### config.mk
export PLATFORM = sky130hd
export DESIGN_NAME = tcw_ctrl
export DESIGN_NICKNAME = d
export VERILOG_FILES = /design/src/rtl/tcw_pkg.sv /design/src/rtl/tcw_ctrl.sv
export SDC_FILE = /design/constraint.sdc
export NUM_CORES = 1
export LEC_CHECK = 0
export BUFFER_PORTS_ARGS = -buffer_cell sky130_fd_sc_hd__buf_2
export CAP_MARGIN = 10
export CORE_MARGIN = 2
export CORE_UTILIZATION = 45
export DETAILED_ROUTE_END_ITERATION = 10
export MAX_ROUTING_LAYER = met4
export PLACE_DENSITY = 0.71
export SLEW_MARGIN = 20
export SYNTH_ARGS = -nofsm -noshare
export SYNTH_HDL_FRONTEND = slang
export SYNTH_SLANG_ARGS = --single-unit
### constraint.sdc
create_clock -name clk -period 2.8 [get_ports clk]
set_input_delay 0.56 -clock clk [delete_from_list [all_inputs] [get_ports clk]]
set_output_delay 0.56 -clock clk [all_outputs]
set_load 0.1 [all_outputs]
### src/rtl/tcw_pkg.sv
package tcw_pkg;

    // Screen geometry
    localparam int unsigned COLUMNS = 80;
    localparam int unsigned ROWS    = 25;
    localparam int unsigned CELLS   = COLUMNS * ROWS;

    // Widths that follow from the geometry
    localparam int unsigned ADDR_W = $clog2(CELLS);
    localparam int unsigned POS_W  = $clog2(CELLS + 1);
    localparam int unsigned COL_W  = $clog2(COLUMNS);
    localparam int unsigned ROW_W  = $clog2(ROWS + 1);
    localparam int unsigned CELL_W = 16;

    // Character codes
    localparam logic [7:0] SPACE_CODE = 8'h20;
    localparam logic [7:0] CR_CODE    = 8'h0D;
    localparam logic [7:0] LF_CODE    = 8'h0A;

    typedef enum logic [1:0] {
        KIND_CHAR  = 2'd0,
        KIND_CLEAR = 2'd1,
        KIND_READ  = 2'd2,
        KIND_NONE  = 2'd3
    } kind_t;

    // Controller to datapath
    typedef struct packed {
        logic latch;
        logic do_pre;
        logic scroll_start;
        logic do_char;
        logic copy_step;
        logic fill_step;
        logic clear_step;
        logic clear_zero;
        logic read_issue;
        logic cursor_clear;
        logic load_result;
    } tcw_cmd_t;

    // Datapath to controller
    typedef struct packed {
        logic pos_pending;
        logic lf_last;
        logic copy_last;
        logic fill_last;
        logic clear_last;
        logic out_free;
    } tcw_sts_t;

endpackage

### src/rtl/tcw_ctrl.sv
module tcw_ctrl (
    input  logic              clk,
    input  logic              rst_n,
    input  logic              in_valid,
    output logic              in_ready,
    input  logic [1:0]        kind,
    input  tcw_pkg::tcw_sts_t sts,
    output tcw_pkg::tcw_cmd_t cmd
);

    import tcw_pkg::*;

    typedef enum logic [8:0] {
        ST_INIT  = 9'b000000001,
        ST_IDLE  = 9'b000000010,
        ST_CHAR  = 9'b000000100,
        ST_COPY  = 9'b000001000,
        ST_DRAIN = 9'b000010000,
        ST_FILL  = 9'b000100000,
        ST_CLEAR = 9'b001000000,
        ST_READ  = 9'b010000000,
        ST_DONE  = 9'b100000000
    } state_t;

    state_t state_reg, state_next;
    logic   pre_reg, pre_next;
    logic   accept;

    assign in_ready = (state_reg == ST_IDLE);
    assign accept   = in_valid && in_ready;

    // Sequence each word through its steps
    always_comb
    begin
        state_next = state_reg;
        pre_next   = pre_reg;
        cmd        = '0;
        unique case (state_reg)
            ST_INIT:
            begin
                cmd.clear_step = 1'b1;
                cmd.clear_zero = 1'b1;
                if (sts.clear_last)
                begin
                    state_next = ST_IDLE;
                end
            end
            ST_IDLE:
            begin
                if (accept)
                begin
                    cmd.latch = 1'b1;
                    case (kind)
                        KIND_CHAR:
                        begin
                            if (sts.pos_pending)
                            begin
                                cmd.do_pre       = 1'b1;
                                cmd.scroll_start = 1'b1;
                                pre_next         = 1'b1;
                                state_next       = ST_COPY;
                            end
                            else
                            begin
                                state_next = ST_CHAR;
                            end
                        end
                        KIND_CLEAR: state_next = ST_CLEAR;
                        KIND_READ:  state_next = ST_READ;
                        default:    state_next = ST_DONE;
                    endcase
                end
            end
            ST_CHAR:
            begin
                cmd.do_char = 1'b1;
                pre_next    = 1'b0;
                if (sts.lf_last)
                begin
                    cmd.scroll_start = 1'b1;
                    state_next       = ST_COPY;
                end
                else
                begin
                    state_next = ST_DONE;
                end
            end
            ST_COPY:
            begin
                cmd.copy_step = 1'b1;
                if (sts.copy_last)
                begin
                    state_next = ST_DRAIN;
                end
            end
            ST_DRAIN:
            begin
                state_next = ST_FILL;
            end
            ST_FILL:
            begin
                cmd.fill_step = 1'b1;
                if (sts.fill_last)
                begin
                    state_next = pre_reg ? ST_CHAR : ST_DONE;
                end
            end
            ST_CLEAR:
            begin
                cmd.clear_step = 1'b1;
                if (sts.clear_last)
                begin
                    cmd.cursor_clear = 1'b1;
                    state_next       = ST_DONE;
                end
            end
            ST_READ:
            begin
                cmd.read_issue = 1'b1;
                state_next     = ST_DONE;
            end
            ST_DONE:
            begin
                if (sts.out_free)
                begin
                    cmd.load_result = 1'b1;
                    state_next      = ST_IDLE;
                end
            end
            default:
            begin
                state_next = ST_INIT;
            end
        endcase
    end

    always_ff @(posedge clk or negedge rst_n)
    begin
        if (!rst_n)
        begin
            state_reg <= ST_INIT;
            pre_reg   <= 1'b0;
        end
        else
        begin
            state_reg <= state_next;
            pre_reg   <= pre_next;
        end
    end

endmodule

==> impl_metrics.env <==
export IMPL_status="finished clean"
export IMPL_cts_sinks=10
export IMPL_insertion_delay_ns=0.27
export IMPL_hold_buffers=0
export IMPL_start_util=0.4935
export IMPL_gpl_final_weighted_congestion=0.8135
export IMPL_slowest_delay_ns=0.52
export IMPL_synth_seq_area_share=0.3306
export IMPL_synthCells=91
export IMPL_cts_max_path_buffers=2
export IMPL_cp_depth=5
export IMPL_final_setup_tns_ns=0
export IMPL_internal_power_w=0.0004132
export IMPL_synthArstFlopShare=1.000
export IMPL_hold_ws_ns=0.1416
export IMPL_rsz0062_at_grt="false"
export IMPL_synth_edf_count=0
export IMPL_rr_endpoint="state_reg[8]"
export IMPL_p_switching_w=0.0005477
export IMPL_max_cap_violations=0
export IMPL_synth_cell_types=35
export IMPL_synth_area_top_cells="dfrtp_1 (30%), nor2_1 (6.9%), dfstp_2 (3.5%)"
export IMPL_end_kind="primary output"
export IMPL_synth_compound_area_share=0.1612
export IMPL_fin_cells=131
export IMPL_swShare=0.5700
export IMPL_overflow=0
export IMPL_drt_initial_drc_count=16
export IMPL_ys_ff_latch=10
export IMPL_seq_power_share=0.245
export IMPL_period_needed_ns=2.666
export IMPL_num_vias=776
export IMPL_final_cell_area_um2=998.5
export IMPL_portBuffers=22
export IMPL_start_kind="flop"
export IMPL_min_path_type="in -> async"
export IMPL_synth_ff_type="dfrtp_1"
export IMPL_fin_nets=127
export IMPL_reg2reg_depth=7
export IMPL_combPwrFrac=0.647
export IMPL_clk_pin_slew_ns=0.07
export IMPL_avgSynthCellArea_um2=8.360
export IMPL_coreArea_um2=1541
export IMPL_num_antenna_cells=0
export IMPL_crit_end="in_ready"
export IMPL_drt_pass1_iter_count=4
export IMPL_area_growth_pct=31.25
export IMPL_drc=0
export IMPL_yosys_warnings=0
export IMPL_die_h_um=45.12
export IMPL_cts_resized=0
export IMPL_crit_required_ns=2.24
export IMPL_ir_worst_vdd_v=0.0004791
export IMPL_die_w_um=45.12
export IMPL_yosys_area_share_simple=0.3816
export IMPL_root_buffer="clkbuf_4"
export IMPL_synth_adder_area_share=0
export IMPL_crit_type="reg -> out"
export IMPL_largest_register_ffs=9
export IMPL_grt_usage=0.2187
export IMPL_cts_buffers=3
export IMPL_antenna_found_initial=0
export IMPL_synthMuxAreaShare=0.01316
export IMPL_cp_slowest_cell="dfrtp_1"
export IMPL_slew_viol_final=0
export IMPL_final_antenna_net_count=0
export IMPL_worstPathArrival_ns=2.11
export IMPL_p_leak_nw=0.4645
export IMPL_grt_pass1_wl_um=3132
export IMPL_finalHoldViolCount=0
export IMPL_cp_top_family="buffers and inverters"
export IMPL_clkPwrFrac=0.108
export IMPL_synth_top_area_frac=0.2961
export IMPL_timing_final_crit_share=0.9523
export IMPL_synth_xor_area_frac=0.04605
export IMPL_postCtsSetupBuffers=0
export IMPL_dp_cells=127
export IMPL_wire_per_inst_um=14.21
export IMPL_rows=14
export IMPL_clock_skew_ns=0.01330
export IMPL_worst_slew_pin_slew_ns=0.4904
export IMPL_max_slew_margin=0.6753
export IMPL_synth_top_family_by_area="simple AND/OR/NAND/NOR gates"
export IMPL_final_util=0.6477
export IMPL_p_per_area_nw_per_um2=962.4
export IMPL_path_cells="nor4_4 > nand4_1 > buf_4 > inv_1 > buf_2"
export IMPL_cts_tree="done"
export IMPL_die_area_um2=2035
export IMPL_fmax_mhz=375.0
export IMPL_critPathBufInv=3
export IMPL_drive_gt1_frac=0.3391
export IMPL_synth_area_um2=760.7
export IMPL_routed_wl_um=1862
export IMPL_grt_max_degree=11
export IMPL_synth_fp_nets=102
export IMPL_grt_pass1_vias=725
export IMPL_worstReg2RegStart="state_reg[0]"
export IMPL_path_max_fanout=10
export IMPL_cts_htree_levels=1
export IMPL_worst_r2r_setup_slack_ns=0.60
export IMPL_dpl_cell_area_um2=972.2
export IMPL_worstSetupStartpoint="state_reg[7]"
export IMPL_setup_viol=0
export IMPL_dpl_hpwl_um=1499
export IMPL_top_level_ports=23
export IMPL_synth_largest_area_cell="dfrtp_1"
export IMPL_vias_per_cell=5.924
==> cell usage in the layout (no fill, tap or decap) <==
master and count:
o21bai_1 1, a2bb2oi_1 1, dfrtp_1 9, nor4b_4 1, or4_1 1, mux2i_1 1
dfstp_2 1, buf_12 3, nor4_4 3, nor4b_2 1, nor2_1 14, nand2_1 7
nand4bb_1 1, nand3b_2 1, a21o_1 1, buf_4 3, o22ai_1 2, buf_2 19
nand4_1 3, and2_2 1, nand3_1 2, clkbuf_4 3, nor2b_1 1, xnor2_1 1
xor2_1 3, o21ai_0 5, nor3_1 3, a2111oi_0 1, or3_1 2, inv_1 5
clkbuf_1 1, o32ai_1 1, o31ai_2 1, a211o_1 1, nand2b_1 3, nor4_1 3
a21o_4 1, nor3_2 1, a21oi_1 3
==> worst reg2reg max path: cells and delay by family (launching register included) <==
family | cells | cell delay, ns
buffers and inverters | 1 | 0.16
and+or+nand+nor | 4 | 1.08
DFF | 1 | 0.63
AOI/OAI and AO/OA | 2 | 0.25
==> worst min-delay path by stage <==
stage | from | to | slack [ns] | depth (start not counted)
3_3_place_gp | rst_n | pre_reg | 0.43 | 1
4_1_cts | rst_n | state_reg[3] | 0.15 | 1
6_report | rst_n | state_reg[3] | 0.14 | 1
3_5_place_dp | rst_n | pre_reg | 0.43 | 1
2_1_floorplan | rst_n | pre_reg | 0.26 | 0
5_1_grt | rst_n | pre_reg | 0.16 | 1
==> cell usage after synthesis, drive strengths merged (2+ instances only) <==
cell / number
o22ai: 2
nand2b: 3
xor2: 3
nand4: 3
nor2: 14
o21ai: 5
or3: 2
buf: 5
inv: 5
nor4: 6
nand2: 7
nor4b: 2
a21o: 2
nor3: 4
dfrtp: 9
nand3: 2
a21oi: 3
==> cell type report <==
cell class	count	area, µm²
Multi-Input combinational cell	71	504.2
Clock buffer	4	26.28
Inverter	5	18.77
Fill cell	147	543.0
Sequential cell	10	251.5
Timing Repair Buffer	25	177.7
Tap cell	16	20.02
==> metrics by stage <==
stage	power (W)	worst slack, ns
after floorplan	0.0007578	-0.4157
after global placement	0.0008537	0.4137
after detailed placement	0.0008589	0.3877
after CTS	0.0009644	0.09960
after global routing	0.001012	0.04950
final	0.0009609	0.1335
==> power by group through the flow <==
stage | Clock, W | Sequential (W) | Combinational [W]
floorplan | 0 | 0.000203 | 0.000555
detailed placement | 0 | 0.000237 | 0.000622
CTS | 0.000105 | 0.000234 | 0.000625
global placement | 0 | 0.000237 | 0.000617
global route | 0.000112 | 0.000241 | 0.000660
finish | 0.000104 | 0.000235 | 0.000622
==> layer usage <==
metal / wire length [µm] / global-route usage / up-vias / share of wire
li1: - / - / 379 / -
met1: 850 / 0.2753 / 364 / 0.46
met2: 889 / 0.3571 / 31 / 0.48
met3: 113 / 0.03600 / 2 / 0.061
met4: 9 / 0.07059 / 0 / 0.0048
met5: 0 / - / - / 0
==> logic make-up after synthesis <==
logic type / Yosys count
compound gates: 18
xor+xnor: 4
buf+inv: 10
flops: 10
mux: 1
simple gates: 48
Power figures use the tool's default switching activity.
